==> src/sv/mwm_pkg.sv <==
// Shared types and constants of the mecanum wheel mixer.
// Depends on nothing; mwm_mix, mwm_div and the top level refer to it by scoped names.
`timescale 1ns / 1ps

package mwm_pkg;

	// Field widths
	localparam int CMD_W  = 16;   // velocity command fields
	localparam int LIM_W  = 14;   // component limit registers
	localparam int WLIM_W = 15;   // wheel limit register
	localparam int SAT_W  = 15;   // saturated component, +/-16383
	localparam int MIX_W  = 17;   // raw wheel mix, +/-49149
	localparam int MAG_W  = 16;   // magnitude of a raw mix
	localparam int PROD_W = MAG_W + WLIM_W;
	localparam int Q_W    = WLIM_W; // scaled magnitude never exceeds the wheel limit
	localparam int OUT_W  = 16;
	localparam int WHEELS = 4;

	// Divider pipeline: quotient bits resolved per stage
	localparam int DIV_BPS    = 3;
	localparam int DIV_STAGES = (Q_W + DIV_BPS - 1) / DIV_BPS;

	// Register indexes
	localparam int IDX_W = 2;
	localparam logic [IDX_W-1:0] REG_LIMIT_VX    = 2'd0;
	localparam logic [IDX_W-1:0] REG_LIMIT_VY    = 2'd1;
	localparam logic [IDX_W-1:0] REG_LIMIT_OMEGA = 2'd2;
	localparam logic [IDX_W-1:0] REG_LIMIT_WHEEL = 2'd3;

	// Reset values of the limit registers
	localparam logic [LIM_W-1:0]  RST_LIMIT_VX    = 14'd3000;
	localparam logic [LIM_W-1:0]  RST_LIMIT_VY    = 14'd4500;
	localparam logic [LIM_W-1:0]  RST_LIMIT_OMEGA = 14'd3600;
	localparam logic [WLIM_W-1:0] RST_LIMIT_WHEEL = 15'd4500;

	typedef struct packed {
		logic signed [CMD_W-1:0] vel_x;
		logic signed [CMD_W-1:0] vel_y;
		logic signed [CMD_W-1:0] rot_rate;
	} cmd_t;

	typedef struct packed {
		logic signed [OUT_W-1:0] wheel_fr;
		logic signed [OUT_W-1:0] wheel_fl;
		logic signed [OUT_W-1:0] wheel_bl;
		logic signed [OUT_W-1:0] wheel_br;
	} wheel_t;

	typedef struct packed {
		logic [IDX_W-1:0]  idx;
		logic [WLIM_W-1:0] wdata;
	} cfg_t;

	typedef struct packed {
		logic [LIM_W-1:0]  vx;
		logic [LIM_W-1:0]  vy;
		logic [LIM_W-1:0]  om;
		logic [WLIM_W-1:0] wheel;
	} lim_t;

	// Mixer front end to divider: products plus pass-through data per wheel
	typedef struct packed {
		logic [WHEELS-1:0][PROD_W-1:0] prod;
		logic [WHEELS-1:0][OUT_W-1:0]  w16;
		logic [WHEELS-1:0]             neg;
		logic [MAG_W-1:0]              m;
		logic                          scale;
	} mix_out_t;

	// One divider pipeline stage
	typedef struct packed {
		logic [WHEELS-1:0][PROD_W-1:0] rem;
		logic [WHEELS-1:0][Q_W-1:0]    q;
		logic [WHEELS-1:0][OUT_W-1:0]  w16;
		logic [WHEELS-1:0]             neg;
		logic [MAG_W-1:0]              m;
		logic                          scale;
	} div_t;

endpackage

==> src/sv/mwm_div.sv <==
// Back end of the mixer: pipelined restoring divider of product by peak magnitude,
// then sign restore and output register. Types and stage counts from mwm_pkg.
`timescale 1ns / 1ps

module mwm_div (
	input  logic              clk,
	input  logic              arst_n,
	input  logic              in_valid,
	output logic              in_ready,
	input  mwm_pkg::mix_out_t in_data,
	output logic              out_valid,
	input  logic              out_ready,
	output mwm_pkg::wheel_t   out_data
);

	localparam int W  = mwm_pkg::WHEELS;
	localparam int NS = mwm_pkg::DIV_STAGES;

	// Resolve DIV_BPS quotient bits of every lane, top bit first
	function automatic mwm_pkg::div_t div_step(mwm_pkg::div_t d, int stage);
		mwm_pkg::div_t r;
		logic [mwm_pkg::PROD_W-1:0] dsh;
		int k;
		r = d;
		for (int b = 0; b < mwm_pkg::DIV_BPS; b++) begin
			k = mwm_pkg::Q_W - 1 - stage * mwm_pkg::DIV_BPS - b;
			if (k >= 0) begin
				for (int i = 0; i < W; i++) begin
					dsh = mwm_pkg::PROD_W'(r.m) << k;
					if (r.rem[i] >= dsh) begin
						r.rem[i] = r.rem[i] - dsh;
						r.q[i]   = r.q[i] | (mwm_pkg::Q_W'(1) << k);
					end
				end
			end
		end
		return r;
	endfunction

	mwm_pkg::div_t div_s  [NS];
	logic          vld_s  [NS];
	logic          rdy    [NS];
	mwm_pkg::div_t div_in [NS];
	mwm_pkg::div_t first;

	mwm_pkg::wheel_t wheel_s10;
	logic            valid_s10;
	logic            rdy_out;
	logic [mwm_pkg::OUT_W-1:0] lane [W];

	// Load the remainder with the product, quotient empty
	always_comb begin
		first.rem   = in_data.prod;
		first.q     = '0;
		first.w16   = in_data.w16;
		first.neg   = in_data.neg;
		first.m     = in_data.m;
		first.scale = in_data.scale;
	end

	assign rdy_out  = !valid_s10 || out_ready;
	assign in_ready = rdy[0];

	for (genvar j = 0; j < NS; j++) begin : g_stage
		if (j == 0) begin : g_head
			assign div_in[j] = first;
		end else begin : g_body
			assign div_in[j] = div_s[j-1];
		end

		if (j == NS - 1) begin : g_tail
			assign rdy[j] = !vld_s[j] || rdy_out;
		end else begin : g_mid
			assign rdy[j] = !vld_s[j] || rdy[j+1];
		end

		// Advance valid bit
		always_ff @(posedge clk or negedge arst_n) begin
			if (!arst_n) begin
				vld_s[j] <= 1'b0;
			end else if (rdy[j]) begin
				vld_s[j] <= (j == 0) ? in_valid : vld_s[j == 0 ? 0 : j-1];
			end
		end

		// Advance payload
		always_ff @(posedge clk) begin
			if (rdy[j] && ((j == 0) ? in_valid : vld_s[j == 0 ? 0 : j-1])) begin
				div_s[j] <= div_step(div_in[j], j);
			end
		end
	end

	// Restore sign of scaled lanes, pass the rest through
	always_comb begin
		for (int i = 0; i < W; i++) begin
			if (div_s[NS-1].scale) begin
				lane[i] = div_s[NS-1].neg[i] ? -mwm_pkg::OUT_W'(div_s[NS-1].q[i])
				                             :  mwm_pkg::OUT_W'(div_s[NS-1].q[i]);
			end else begin
				lane[i] = div_s[NS-1].w16[i];
			end
		end
	end

	// Output register
	always_ff @(posedge clk or negedge arst_n) begin
		if (!arst_n) begin
			valid_s10 <= 1'b0;
		end else if (rdy_out) begin
			valid_s10 <= vld_s[NS-1];
		end
	end

	always_ff @(posedge clk) begin
		if (rdy_out && vld_s[NS-1]) begin
			wheel_s10.wheel_fr <= signed'(lane[0]);
			wheel_s10.wheel_fl <= signed'(lane[1]);
			wheel_s10.wheel_bl <= signed'(lane[2]);
			wheel_s10.wheel_br <= signed'(lane[3]);
		end
	end

	assign out_valid = valid_s10;
	assign out_data  = wheel_s10;

endmodule

==> config.mk <==
export PLATFORM = sky130hd
export DESIGN_NAME = mwm_div
export DESIGN_NICKNAME = d
export VERILOG_FILES = /design/src/sv/mwm_pkg.sv /design/src/sv/mwm_div.sv
export SDC_FILE = /design/constraint.sdc
export NUM_CORES = 2
export LEC_CHECK = 0
export BUFFER_PORTS_ARGS = -buffer_cell sky130_fd_sc_hd__buf_2
export CAP_MARGIN = 20
export CORE_ASPECT_RATIO = 1.4
export CORE_UTILIZATION = 34
export DETAILED_ROUTE_END_ITERATION = 6
export SYNTH_ARGS = -nofsm -noshare
export SYNTH_HDL_FRONTEND = slang
export SYNTH_SLANG_ARGS = --single-unit
==> constraint.sdc <==
create_clock -name clk -period 17.95 [get_ports clk]
set_input_delay 0.8975 -clock clk [delete_from_list [all_inputs] [get_ports clk]]
set_output_delay 0.8975 -clock clk [all_outputs]
set_load 0.005 [all_outputs]
* Word level (Yosys, flattened, before mapping)
Memory sizes are Yosys's and may differ from the RTL's. Cells that the tools add are included.
Storage, ports and cells: output and inout bits 66, bits in latches 0, flip-flop bits (word level) 70, input bits 213, bits in read-only memories 0, memories 1, word-level logic and storage cells 306, RAM bits 1345
Memory list:
- div_s | depth 5, bits a word 269, rd ports 5, clocked after Yosys merged registers in 0, write ports 5, RTL line mwm_div.sv:40 | mwm_pkg::div_t div_s [NS];
Cells by class: reductions and logical operators 18, div/mod/pow operators 0, bitwise operators 0, order comparisons 60, shifts and indexed selects 0, add/sub/neg operators 64, multiply operators 0, eq/ne operators 0, multiplexer cells 153
Operator list (number):
- 184-bit 2-to-1 mux | 15
- 31-bit 2-to-1 mux | 60
- 16-bit 2-to-1 mux | 8
- 31-bit by 16-bit >= comparator with 1-bit output | 4
- 31-bit by 17-bit >= comparator with 1-bit output | 4
- 31-bit by 18-bit >= comparator with 1-bit output | 4
- 31-bit by 19-bit >= comparator with 1-bit output | 4
- 31-bit by 20-bit >= comparator with 1-bit output | 4
- 31-bit by 21-bit >= comparator with 1-bit output | 4
- 31-bit by 22-bit >= comparator with 1-bit output | 4
- 31-bit by 23-bit >= comparator with 1-bit output | 4
- 31-bit by 24-bit >= comparator with 1-bit output | 4
- 31-bit by 25-bit >= comparator with 1-bit output | 4
- 31-bit by 26-bit >= comparator with 1-bit output | 4
- 31-bit by 27-bit >= comparator with 1-bit output | 4
- 31-bit by 28-bit >= comparator with 1-bit output | 4
- 31-bit by 29-bit >= comparator with 1-bit output | 4
- 31-bit by 30-bit >= comparator with 1-bit output | 4
- 31-bit by 16-bit subtractor with 31-bit output | 4
- 31-bit by 17-bit subtractor with 31-bit output | 4
- 31-bit by 18-bit subtractor with 31-bit output | 4
- 31-bit by 19-bit subtractor with 31-bit output | 4
- 31-bit by 20-bit subtractor with 31-bit output | 4
- 31-bit by 21-bit subtractor with 31-bit output | 4
- 28 further kinds | 128

* Depth between registers and ports, before layout
word-level depth 15, gate-level depth with buffers 49, depth with buffers taken out 43

* Worst setup path before layout
OpenSTA, ideal clock, no wires.
path kind register -> register, start register vld_s[0] in the netlist's numbering, end memory div_s[0][1000] in the netlist's numbering, enable pin, setup slack 2671 ps, data required time 16922 ps, stages on the path, launching flop included 2, path buffers 0, period minus slack after synthesis 15279 ps, library setup time 1028 ps, arrival time 14251 ps, cells stage by stage dfrtp_1 > a31oi_1
RTL lines:
- start: declaration | RTL line mwm_div.sv:41 | logic vld_s [NS];
- start signal: indexed assignment | RTL line mwm_div.sv:82 | vld_s[j] <= (j == 0) ? in_valid : vld_s[j == 0 ? 0 : j-1];
- end: declaration | RTL line mwm_div.sv:40

==> results_dict.tcl <==
set metrics [dict create \
    hpwl_um 245000 \
    cp-end-kind "flop" \
    period_needed_ps 12530 \
    first_global_vias 77490 \
    drive_gt1_frac 0.0870 \
    grt_use_met1 0.224 \
    syn-num-nets 11924 \
    fillers 28992 \
    slew_headroom 0.222 \
    multiInputGateArea_mm2 0.0611 \
    ant_nets 0 \
    chipWidth_um 457 \
    drt-vias-per-instance 5.41 \
    rrSetupSlack_ps 5420 \
    cp_slowest_cell "and2_1" \
    worst_r2r_path_depth 39 \
    ctsResizeCount 0 \
    worst_pin_slew_ps 1160 \
    hold_path.startpoint "in_data[55]" \
    htree_num_levels 3 \
    status "completed" \
    place_congestion 0.976 \
    initial_core_util 0.342 \
    ys_seq_area_frac 0.351 \
    grt_max_degree 140 \
    io_buffers 278 \
    use_met2 0.367 \
    antenna_found_initial 43 \
    setup_tns_ps 0 \
    use_met3 0.0154 \
    cts_buffer_depth 3 \
    remaining_drc_errors 0 \
    coreArea_mm2 0.288 \
    wl_um 305000 \
    critPathArrivalTime_ps 13040 \
    fp.dieH_um 639 \
    final_nets 12240 \
    finalHoldViolations 0 \
    synth_seq_cells 1155 \
    synth_area_mm2 0.0986 \
    hold_class "in -> reg" \
    clkTransAtPathRegs_ps 70 \
    cts_root_buffer "clkbuf_16" \
    crit_fanout 31 \
    period_share 0.698 \
    grt-busiest-layer "met2" \
    cts_buffers 110 \
    path_common_cell "o21ai_0" \
    synth-main-ff-cell "edfxtp_1" \
    fmax_mhz 79.8 \
    holdPathEnd "div_s[0][55]" \
    drv_slew 0 \
    async_flop_share 0.00519 \
    firstDrtPassIters 6 \
    drv_cap 0 \
    seqCellArea_mm2 0.0347 \
    setup_viol 0 \
    io_pins 279 \
    synth_cells 10691 \
    cts.sinks 1155 \
    worst_hold_slack_ps 275 \
    path_class "reg -> reg" \
    hold-path-cell-count 1 \
    r2r-start "div_s[0][540]" \
    reg2reg_to "div_s[0][1009]" \
    track_usage 0.202 \
    required_ps 18460 \
    post_drt_wl_per_cell_um 20.5 \
    cts_tree "built" \
    avgSynthCellArea_um2 9.22 \
    rows 233 \
    dieArea_mm2 0.292 \
    cpPeakStageDelay_ps 720 \
    grt_overflow 0 \
    num_vias 80616 \
    synth_edf_count 1149 \
    clk_latency_ps 790 \
    drt-initial-drc-count 5221 \
    finClkSkew_ps 86.9 \
    ys_types 113 \
    rsz0062_at_grt "no" \
    syn_to_final_growth_pct 10.3 \
    ys_warn_count 0 \
    startpoint_type "flop" \
    grt_pass1_wl_um 457000 \
]
-- layout make-up --
cell class | instances | area share
repair buffers | 428 | 0.0236
well taps | 3760 | 0.0433
clock inverters | 71 | 0.00697
diodes | 38 | 0.000874
clock buffers | 127 | 0.0259
flip-flops and latches | 1155 | 0.319
inverters | 553 | 0.0191
multi-input cells | 8759 | 0.562
-- repair_timing --
action / CTS / global route
setup buffers: 0 / 0
hold buffers: 1 / 0
hold endpoints to repair: 6 / 0
-- cell usage in the layout, fill, tap and decap left out, types with 48 or more instances in the layout --
| cell | Yosys | final |
|---|---|---|
| ha_1 | 964 | 964 |
| nor4_1 | 113 | 110 |
| inv_1 | 538 | 538 |
| o21a_1 | 124 | 124 |
| nor3_1 | 206 | 206 |
| or2_2 | 56 | 56 |
| nand3_1 | 209 | 209 |
| o31ai_1 | 97 | 97 |
| mux2_2 | 223 | 223 |
| o21ai_0 | 721 | 721 |
| nor2b_1 | 179 | 178 |
| nor2_1 | 935 | 935 |
| clkbuf_16 | 0 | 111 |
| o211ai_1 | 52 | 52 |
| a21oi_1 | 987 | 987 |
| buf_2 | 33 | 280 |
| o21bai_1 | 97 | 97 |
| a21o_1 | 377 | 377 |
| and2_1 | 66 | 63 |
| or4_1 | 48 | 48 |
| a21boi_0 | 83 | 82 |
| and3_1 | 94 | 94 |
| a211oi_1 | 63 | 63 |
| nand4_1 | 206 | 206 |
| xor2_1 | 344 | 344 |
| nand2_1 | 873 | 873 |
| buf_4 | 3 | 143 |
| mux2i_1 | 76 | 76 |
| xnor2_1 | 598 | 598 |
| edfxtp_1 | 1149 | 1149 |
| a31oi_1 | 83 | 82 |
| nand2b_1 | 155 | 155 |
| fa_1 | 56 | 56 |
| or3_1 | 110 | 110 |
-- logic make-up after synthesis --
| logic type | share of synthesized area |
|---|---|
| AO/OA/AOI/OAI | 0.194 |
| XOR/XNOR | 0.0837 |
| adder cells (fa/ha/maj) | 0.134 |
| buffers and inverters | 0.0303 |
| flip-flops | 0.351 |
| multiplexers | 0.0337 |
| AND/OR/NAND/NOR | 0.173 |
-- metrics by stage --
stage	setup WS [ps]	cell area [um^2]	util	cells
floorplan	2670	98600	-	10691
global placement	5420	105000	0.365	14649
detailed placement	5460	105000	0.365	14651
CTS	5440	109000	0.377	14850
global route	4390	109000	0.377	14888
finish	5420	109000	0.378	14891
-- synth_stat cells (206+ instances only) --
library cell | n | area share
nand4_1 | 206 | 0.013
xnor2_1 | 598 | 0.053
xor2_1 | 344 | 0.031
a21o_1 | 377 | 0.029
a21oi_1 | 987 | 0.050
o21ai_0 | 721 | 0.037
ha_1 | 964 | 0.12
nand3_1 | 209 | 0.011
nand2_1 | 873 | 0.033
edfxtp_1 | 1149 | 0.35
nor2_1 | 935 | 0.036
inv_1 | 538 | 0.020
mux2_2 | 223 | 0.025
nor3_1 | 206 | 0.010
-- flip-flops by register name, summed over array words and instances (netlist names) --
| name | flops |
|---|---|
| out_data | 64 |
| div_s | 1085 |
| out_valid | 1 |
| vld_s | 5 |
-- worst max path at each step --
stage	start	to	slack, ps	cells after the start
floorplan	vld_s[0]	div_s[0][1000]	2670	1
global placement	div_s[0][540]	div_s[0][1005]	5420	39
detailed placement	div_s[0][540]	div_s[0][1009]	5460	39
CTS	div_s[0][540]	div_s[0][1009]	5440	39
global route	div_s[0][540]	div_s[0][1009]	4390	39
finish	div_s[0][540]	div_s[0][1009]	5420	39
-- critical path: cells and delay by family, from the launching register on --
family	cells	cell delay [ps]
AOI/OAI and AO/OA	17	4640
xor gates and xnor gates	1	110
adders and majority gates	3	1290
buffers and inverters	4	1500
DFF	1	320
and+or+nand+nor	14	4410
-- per-layer routing --
metal	routed length, um	vias to the layer above
met3	9480	609
met4	22400	2
met2	153000	1693
met5	13	-
met1	120000	37820
li1	-	40492
Power is left out: the tool's default activity adds up to more than one toggle a clock period on the data nets, which glitch-free logic cannot reach.
