[config.mk]
export PLATFORM = sky130hd
export DESIGN_NAME = mwm_mix
export DESIGN_NICKNAME = d
export VERILOG_FILES = /design/src/sv/mwm_pkg.sv /design/src/sv/mwm_mix.sv
export SDC_FILE = /design/constraint.sdc
export NUM_CORES = 2
export LEC_CHECK = 0
export BUFFER_PORTS_ARGS = -buffer_cell sky130_fd_sc_hd__buf_2
export CAP_MARGIN = 20
export CORE_UTILIZATION = 40
export CTS_BUF_LIST = sky130_fd_sc_hd__clkbuf_4 sky130_fd_sc_hd__clkbuf_8
export CTS_CLUSTER_SIZE = 16
export DETAILED_ROUTE_END_ITERATION = 10
export GPL_ROUTABILITY_DRIVEN = 0
export SYNTH_ARGS = -nofsm -noshare
export SYNTH_HDL_FRONTEND = slang
export SYNTH_SLANG_ARGS = --single-unit
[constraint.sdc]
create_clock -name clk -period 15.1 [get_ports clk]
set_clock_uncertainty 0.1 [all_clocks]
set_input_delay 3.02 -clock clk [delete_from_list [all_inputs] [get_ports clk]]
set_output_delay 3.02 -clock clk [all_outputs]
set_load 0.01 [all_outputs]
[src/sv/mwm_pkg.sv]
// Shared types and constants of the mecanum wheel mixer.
// Depends on nothing; mwm_mix, mwm_div and the top level refer to it by scoped names.
`timescale 1ns / 1ps

package mwm_pkg;

	// Field widths
	localparam int CMD_W  = 16;   // velocity command fields
	localparam int LIM_W  = 14;   // component limit registers
	localparam int WLIM_W = 15;   // wheel limit register
	localparam int SAT_W  = 15;   // saturated component, +/-16383
	localparam int MIX_W  = 17;   // raw wheel mix, +/-49149
	localparam int MAG_W  = 16;   // magnitude of a raw mix
	localparam int PROD_W = MAG_W + WLIM_W;
	localparam int Q_W    = WLIM_W; // scaled magnitude never exceeds the wheel limit
	localparam int OUT_W  = 16;
	localparam int WHEELS = 4;

	// Divider pipeline: quotient bits resolved per stage
	localparam int DIV_BPS    = 3;
	localparam int DIV_STAGES = (Q_W + DIV_BPS - 1) / DIV_BPS;

	// Register indexes
	localparam int IDX_W = 2;
	localparam logic [IDX_W-1:0] REG_LIMIT_VX    = 2'd0;
	localparam logic [IDX_W-1:0] REG_LIMIT_VY    = 2'd1;
	localparam logic [IDX_W-1:0] REG_LIMIT_OMEGA = 2'd2;
	localparam logic [IDX_W-1:0] REG_LIMIT_WHEEL = 2'd3;

	// Reset values of the limit registers
	localparam logic [LIM_W-1:0]  RST_LIMIT_VX    = 14'd3000;
	localparam logic [LIM_W-1:0]  RST_LIMIT_VY    = 14'd4500;
	localparam logic [LIM_W-1:0]  RST_LIMIT_OMEGA = 14'd3600;
	localparam logic [WLIM_W-1:0] RST_LIMIT_WHEEL = 15'd4500;

	typedef struct packed {
		logic signed [CMD_W-1:0] vel_x;
		logic signed [CMD_W-1:0] vel_y;
		logic signed [CMD_W-1:0] rot_rate;
	} cmd_t;

	typedef struct packed {
		logic signed [OUT_W-1:0] wheel_fr;
		logic signed [OUT_W-1:0] wheel_fl;
		logic signed [OUT_W-1:0] wheel_bl;
		logic signed [OUT_W-1:0] wheel_br;
	} wheel_t;

	typedef struct packed {
		logic [IDX_W-1:0]  idx;
		logic [WLIM_W-1:0] wdata;
	} cfg_t;

	typedef struct packed {
		logic [LIM_W-1:0]  vx;
		logic [LIM_W-1:0]  vy;
		logic [LIM_W-1:0]  om;
		logic [WLIM_W-1:0] wheel;
	} lim_t;

	// Mixer front end to divider: products plus pass-through data per wheel
	typedef struct packed {
		logic [WHEELS-1:0][PROD_W-1:0] prod;
		logic [WHEELS-1:0][OUT_W-1:0]  w16;
		logic [WHEELS-1:0]             neg;
		logic [MAG_W-1:0]              m;
		logic                          scale;
	} mix_out_t;

	// One divider pipeline stage
	typedef struct packed {
		logic [WHEELS-1:0][PROD_W-1:0] rem;
		logic [WHEELS-1:0][Q_W-1:0]    q;
		logic [WHEELS-1:0][OUT_W-1:0]  w16;
		logic [WHEELS-1:0]             neg;
		logic [MAG_W-1:0]              m;
		logic                          scale;
	} div_t;

endpackage

[src/sv/mwm_mix.sv]
// Front end of the mixer: saturate, mix, find peak magnitude, form scale products.
// Four register stages (s1..s4); types and widths from mwm_pkg.
`timescale 1ns / 1ps

module mwm_mix (
	input  logic              clk,
	input  logic              arst_n,
	input  logic              in_valid,
	output logic              in_ready,
	input  mwm_pkg::cmd_t     in_data,
	input  mwm_pkg::lim_t     lim,
	output logic              out_valid,
	input  logic              out_ready,
	output mwm_pkg::mix_out_t out_data
);

	localparam int W = mwm_pkg::WHEELS;

	// Clamp a command to +/- its limit
	function automatic logic signed [mwm_pkg::SAT_W-1:0] clamp_sym(
		logic signed [mwm_pkg::CMD_W-1:0] v,
		logic [mwm_pkg::LIM_W-1:0] l
	);
		logic signed [mwm_pkg::CMD_W:0] ve;
		logic signed [mwm_pkg::CMD_W:0] le;
		logic signed [mwm_pkg::CMD_W:0] r;
		ve = (mwm_pkg::CMD_W+1)'(v);
		le = signed'((mwm_pkg::CMD_W+1)'(l));
		if (ve > le) r = le;
		else if (ve < -le) r = -le;
		else r = ve;
		return mwm_pkg::SAT_W'(r);
	endfunction

	logic valid_s1, valid_s2, valid_s3, valid_s4;
	logic r1, r2, r3, r4;

	logic signed [mwm_pkg::SAT_W-1:0] vx_s1, vy_s1, om_s1;
	logic signed [mwm_pkg::MIX_W-1:0] w_s2 [W];
	logic        [mwm_pkg::MAG_W-1:0] mag_s2 [W];
	logic signed [mwm_pkg::MIX_W-1:0] w_s3 [W];
	logic        [mwm_pkg::MAG_W-1:0] mag_s3 [W];
	logic        [mwm_pkg::MAG_W-1:0] m_s3;
	logic                             scale_s3;
	logic        [mwm_pkg::PROD_W-1:0] prod_s4 [W];
	logic        [mwm_pkg::OUT_W-1:0]  w16_s4 [W];
	logic        [W-1:0]               neg_s4;
	logic        [mwm_pkg::MAG_W-1:0]  m_s4;
	logic                              scale_s4;

	logic signed [mwm_pkg::MIX_W-1:0] x, y, o;
	logic signed [mwm_pkg::MIX_W-1:0] w_c [W];
	logic        [mwm_pkg::MAG_W-1:0] mag_c [W];
	logic        [mwm_pkg::MAG_W-1:0] m01, m23, m_c;

	// Per-stage ready: a stage advances when empty or when its successor takes
	assign r4 = !valid_s4 || out_ready;
	assign r3 = !valid_s3 || r4;
	assign r2 = !valid_s2 || r3;
	assign r1 = !valid_s1 || r2;
	assign in_ready = r1;

	// Valid bits
	always_ff @(posedge clk or negedge arst_n) begin
		if (!arst_n) begin
			valid_s1 <= 1'b0;
			valid_s2 <= 1'b0;
			valid_s3 <= 1'b0;
			valid_s4 <= 1'b0;
		end else begin
			if (r1) valid_s1 <= in_valid;
			if (r2) valid_s2 <= valid_s1;
			if (r3) valid_s3 <= valid_s2;
			if (r4) valid_s4 <= valid_s3;
		end
	end

	// Stage 1: saturate each component
	always_ff @(posedge clk) begin
		if (r1 && in_valid) begin
			vx_s1 <= clamp_sym(in_data.vel_x, lim.vx);
			vy_s1 <= clamp_sym(in_data.vel_y, lim.vy);
			om_s1 <= clamp_sym(in_data.rot_rate, lim.om);
		end
	end

	// Stage 2: mix into four wheels and take magnitudes
	always_comb begin
		x = mwm_pkg::MIX_W'(vx_s1);
		y = mwm_pkg::MIX_W'(vy_s1);
		o = mwm_pkg::MIX_W'(om_s1);
		w_c[0] = -x + y - o;
		w_c[1] = -x - y - o;
		w_c[2] =  x - y - o;
		w_c[3] =  x + y - o;
		for (int i = 0; i < W; i++) begin
			mag_c[i] = w_c[i][mwm_pkg::MIX_W-1] ? mwm_pkg::MAG_W'(-w_c[i])
			                                    : mwm_pkg::MAG_W'(w_c[i]);
		end
	end

	always_ff @(posedge clk) begin
		if (r2 && valid_s1) begin
			w_s2   <= w_c;
			mag_s2 <= mag_c;
		end
	end

	// Stage 3: peak magnitude and scale decision
	always_comb begin
		m01 = (mag_s2[0] > mag_s2[1]) ? mag_s2[0] : mag_s2[1];
		m23 = (mag_s2[2] > mag_s2[3]) ? mag_s2[2] : mag_s2[3];
		m_c = (m01 > m23) ? m01 : m23;
	end

	always_ff @(posedge clk) begin
		if (r3 && valid_s2) begin
			w_s3     <= w_s2;
			mag_s3   <= mag_s2;
			m_s3     <= m_c;
			scale_s3 <= m_c > mwm_pkg::MAG_W'(lim.wheel);
		end
	end

	// Stage 4: magnitude times wheel limit
	always_ff @(posedge clk) begin
		if (r4 && valid_s3) begin
			for (int i = 0; i < W; i++) begin
				prod_s4[i] <= mwm_pkg::PROD_W'(mag_s3[i]) * mwm_pkg::PROD_W'(lim.wheel);
				w16_s4[i]  <= w_s3[i][mwm_pkg::OUT_W-1:0];
				neg_s4[i]  <= w_s3[i][mwm_pkg::MIX_W-1];
			end
			m_s4     <= m_s3;
			scale_s4 <= scale_s3;
		end
	end

	assign out_valid = valid_s4;

	always_comb begin
		for (int i = 0; i < W; i++) begin
			out_data.prod[i] = prod_s4[i];
			out_data.w16[i]  = w16_s4[i];
		end
		out_data.neg   = neg_s4;
		out_data.m     = m_s4;
		out_data.scale = scale_s4;
	end

endmodule

* Yosys cells after proc, flatten, opt, wreduce, memory -nomap -nowiden
Memories as Yosys holds them, arrays and structs flattened. Cells that the tools add are included.
Word-level totals: flip-flop bits (word level) 351, bits in latches 0, RAM bits 188, memory bits (read-only) 0, output and inout port bits 211, memories kept 2
Memories:
- prod_s4 | depth 4, width 31, read ports 4, clocked after memory_dff 0, wr ports 4, RTL line mwm_mix.sv:45 | logic [mwm_pkg::PROD_W-1:0] prod_s4 [W];
- w16_s4 | depth 4, width 16, read ports 4, clocked after memory_dff 0, wr ports 4, RTL line mwm_mix.sv:46 | logic [mwm_pkg::OUT_W-1:0] w16_s4 [W];
Operators by class: add/sub/neg operators 16, multipliers 4, div/mod/pow operators 0, magnitude comparators 10, equal/unequal tests 0, shifts and indexed selects 0, mux-type cells 15, bitwise gates (word level) 0, reduce and logical (&&, ||, !) cells 12
Operator list (number):
- $mul 16x15->31 | 4
- $mux 16 | 7
- $gt 16x15->1 | 4
- $neg 16->16 | 4
- $lt 16x17->1 | 3
- $neg 14->17 | 3
- $sub 17x15->17 | 3
- $gt 16x16->1 | 3
- $mux 15 | 3
- $mux 14 | 3
- $sub 16x15->17 | 2
- $add 17x15->17 | 1
- $neg 15->17 | 1
- $add 15x15->16 | 1
- $sub 15x15->16 | 1
- $logic_and 1x1->1 | 4
- $logic_not 1->1 | 4
- $logic_or 1x1->1 | 4
- $mux 1 | 2

* Logic depth before layout (Yosys ltp)
depth after elaboration 6, depth in mapped cells 33

* Worst setup path before layout
Ideal clock, no wire load.
path type input to register, start input out_ready, end register m_s4[0] (netlist bit) (enable), library setup time 802 ps, arrival time 12230 ps, path slack 1968 ps, stages on the path 2, cells stage by stage nor2b_1 nor2b_1
On the way: longest elaborated chain between the ends 2
RTL lines:
- start, declared | RTL line mwm_mix.sv:13 | input logic out_ready,
- $logic_or 1x1->1 | RTL line mwm_mix.sv:57 | assign r4 = !valid_s4 || out_ready;
- $logic_and 1x1->1 | RTL line mwm_mix.sv:127 | if (r4 && valid_s3) begin
- end signal, assigned | RTL line mwm_mix.sv:133 | m_s4 <= m_s3;
- end, declared | RTL line mwm_mix.sv:48 | logic [mwm_pkg::MAG_W-1:0] m_s4;
No other way between the ends. A chain may end at the register's enable or synchronous reset.

==> results.cfg <==
[critical_path]
arrival_ps = 9860
crit_chain = buf_2, buf_4, nand2_1, fa_1, inv_1, fa_1, inv_1, fa_1, inv_1, fa_1, fa_1, fa_1, ha_1, a21o_1, a21oi_1, o211ai_1, o32a_1, a221oi_2, o21ai_1, a211o_1, a21oi_1, xnor2_1
reg2regPathDepth = 20
slowest_delay_ps = 670
cpMostUsedCell = fa_1
crit_type = primary input to flop
path_buf_inv = 5
crit_slowest_cell = buf_4
reg2reg_to = prod_s4[3][30]
critPathLaunchType = primary input
ff2ff_setup_slack_ps = 7990
cp-end-kind = flop
cp_max_fo = 49
timing.rr.start = mag_s3[7]
cpLargestDelayFamily = adder cells
critical_path_required_ps = 15570

[routing]
wl_per_cell_um = 19.6
drt_first_pass_iters = 5
antenna_left = 0
vias = 40723
via_per_inst = 5.19
dr.first_iter.drc_count = 2522
wl_um = 154000
drc = 0

[floorplan]
die_h_um = 384
ios = 320
start_util_pct = 40.5
fp.dieW_um = 384
dieArea_sq_um = 148000
fp-row-count = 139
core-area_sq_um = 144000

[logic_synthesis]
ys.flop_type = edfxtp_1
synth_fa_ha_area_share_pct = 39.8
synthMuxAreaShare_pct = 1.61
synth_edf_count = 523
ys_seq_area_share_pct = 27.0
postSynth.asyncResetShare_pct = 0.759
synthDistinctLibCells = 85
synth_xor_area_share_pct = 3.81
netlist_area_sq_um = 58500
synth-compound-area-share_pct = 7.74
synth_top_family_by_area = adder cells
synth_simple_gate_area_share_pct = 12.5
netlist_instances = 5630
yosys_warnings = 0
yosys_register_bits = 527
syn_area_per_cell_sq_um = 10.4
synth_nets = 7130

[timing]
fmax_mhz = 107
tns_ps = 0
worst_slew_pin_slew_ps = 1110
period_share_pct = 62.2
fin_crit_ps = 9390
slew_headroom_pct = 25.8
drv_slew = 0
rsz0062_at_grt = false
setup_ws_ps = 5710
setup_viol = 0
hold_violations = 0

[layout]
drive_gt1_share_pct = 9.81
area_growth_syn_to_layout_pct = 9.04
nets = 7364

[clocking]
clkSinkCount = 527
cts_resized = 0
numCtsBuffers = 91
h-tree-depth = 3
insertion_delay_ps = 840
cts_tree = yes
clockBufferDepth = 3
holdBufCountCts = 0
clk_pin_slew_ps = 60
post_cts_buffers = 0
clockRootBuffer = clkbuf_8

[hold_path]
hold_class = flop to flop
min_from = w_s2[9]
hold-path-endpoint = w_s3[9]
hold_path_depth = 0

[global_routing]
grt_max_degree = 129
grt_use_total_pct = 21.2
grt_pass1_wl_um = 241000
grt_pass1_vias = 42224
antenna_found_initial = 8
grt-ovfl-total = 0

[placement]
port-buffer-count = 319
dp_slack_ps = 4960
dp_hpwl_um = 119000

[job]
max-cap-violations = 0

[run_status]
status = complete, no violations
==> cell type report <==
cell class,instances,area [sq um]
Timing Repair Buffer,350,1860
Multi-Input combinational cell,3930,38300
Clock inverter,53,423
Clock buffer,110,1400
Sequential cell,527,15800
Antenna cell,3,7.51
Inverter,964,3620
Tap cell,1903,2380
Fill cell,13785,80600
==> metrics by stage <==
stage / utilization [%] / hold WS (ps) / instances / cell area, sq um
floorplan: - / 300 / 5630 / 58500
global placement: 42.9 / 301 / 7672 / 61900
detailed placement: 42.9 / 305 / 7672 / 61900
CTS: 44.2 / 304 / 7835 / 63800
global route: 44.2 / 308 / 7838 / 63800
finish: 44.2 / 298 / 7840 / 63800
==> cell families (layout without fill, tap and decap cells) <==
kind of cell	after synthesis	in the layout
xor gates and xnor gates	252	252
and+or+nand+nor	1507	1507
adders and majority gates	1391	1391
AOI/OAI and AO/OA	691	691
muxes	89	89
buffers and inverters	1173	1477
other	0	3
DFF	527	527
==> synthesized netlist by cell type (all sizes together) (52+ instances only) <==
cell type	number	share of area, %
clkbuf	198	1.3
ha	610	13
and2	386	4.1
xor2	52	0.78
a21oi	196	1.7
inv	964	6.2
xnor2	200	3.0
o21ai	136	1.2
nor2	116	0.74
nand2	709	4.5
edfxtp	523	27
a21o	82	1.1
fa	781	27
==> worst register-to-register path, stage by stage, from the launching register on <==
cell	delay, ps
edfxtp_1	950
nand2_1	190
fa_1	580
inv_1	50
fa_1	450
fa_1	510
inv_1	50
fa_1	480
fa_1	490
inv_1	50
fa_1	430
ha_1	360
a21o_1	190
a31oi_1	230
o211ai_1	180
o32a_1	390
a221oi_2	440
o21ai_1	230
a211o_1	300
a21oi_1	170
xnor2_1	80
==> state kept, by name (all words and copies together), names as in the netlist <==
register,cells
neg_s4,4
vx_s1,15
mag_s3,60
w_s3,67
valid_s3,1
w_s2,67
om_s1,15
scale_s4,1
out_valid,1
m_s3,16
m_s4,16
vy_s1,15
mag_s2,60
valid_s2,1
prod_s4,123
w16_s4,63
valid_s1,1
scale_s3,1
==> placed cells by master (no fill, tap or decap), types with 13 or more instances in the layout <==
cell,instances
inv_1,962
fa_1,781
nand2_1,709
ha_1,610
edfxtp_1,523
and2_1,383
buf_2,319
xnor2_1,197
a21oi_1,191
nor2_1,116
o21ai_0,115
clkbuf_8,91
a21o_1,82
xor2_1,52
nand3_1,50
nor3_1,50
nor2b_1,48
mux2i_1,48
o21a_1,45
nand4_1,42
mux2_2,41
a211oi_1,28
buf_4,28
nand2b_1,27
o21bai_1,24
and3_1,22
o31ai_1,21
clkinv_1,21
o21ai_1,19
a31oi_1,19
clkbuf_4,19
o22ai_1,15
nor4_1,14
o211ai_1,14
a22oi_1,13
==> worst max path at each step <==
stage | startpoint | to | slack, ps | cells past startpoint
floorplan | out_ready | m_s4[0] | 1970 | 2
global placement | lim[8] | prod_s4[3][30] | 5020 | 22
detailed placement | lim[8] | prod_s4[3][30] | 4960 | 22
CTS | lim[8] | prod_s4[3][30] | 5840 | 22
global route | lim[8] | prod_s4[3][30] | 5490 | 22
finish | lim[8] | prod_s4[3][30] | 5710 | 22
==> metal layers <==
metal	up-vias	GRT usage, %	part of all wire [%]
met3	248	4.19	6.5
met1	20518	27.4	43
met4	10	6.76	2.9
met5	-	0	0.037
met2	1165	35.4	48
li1	18782	-	-
Power is not shown: default switching activity piles up to over one toggle a cycle in this logic, so the estimate is an artifact.
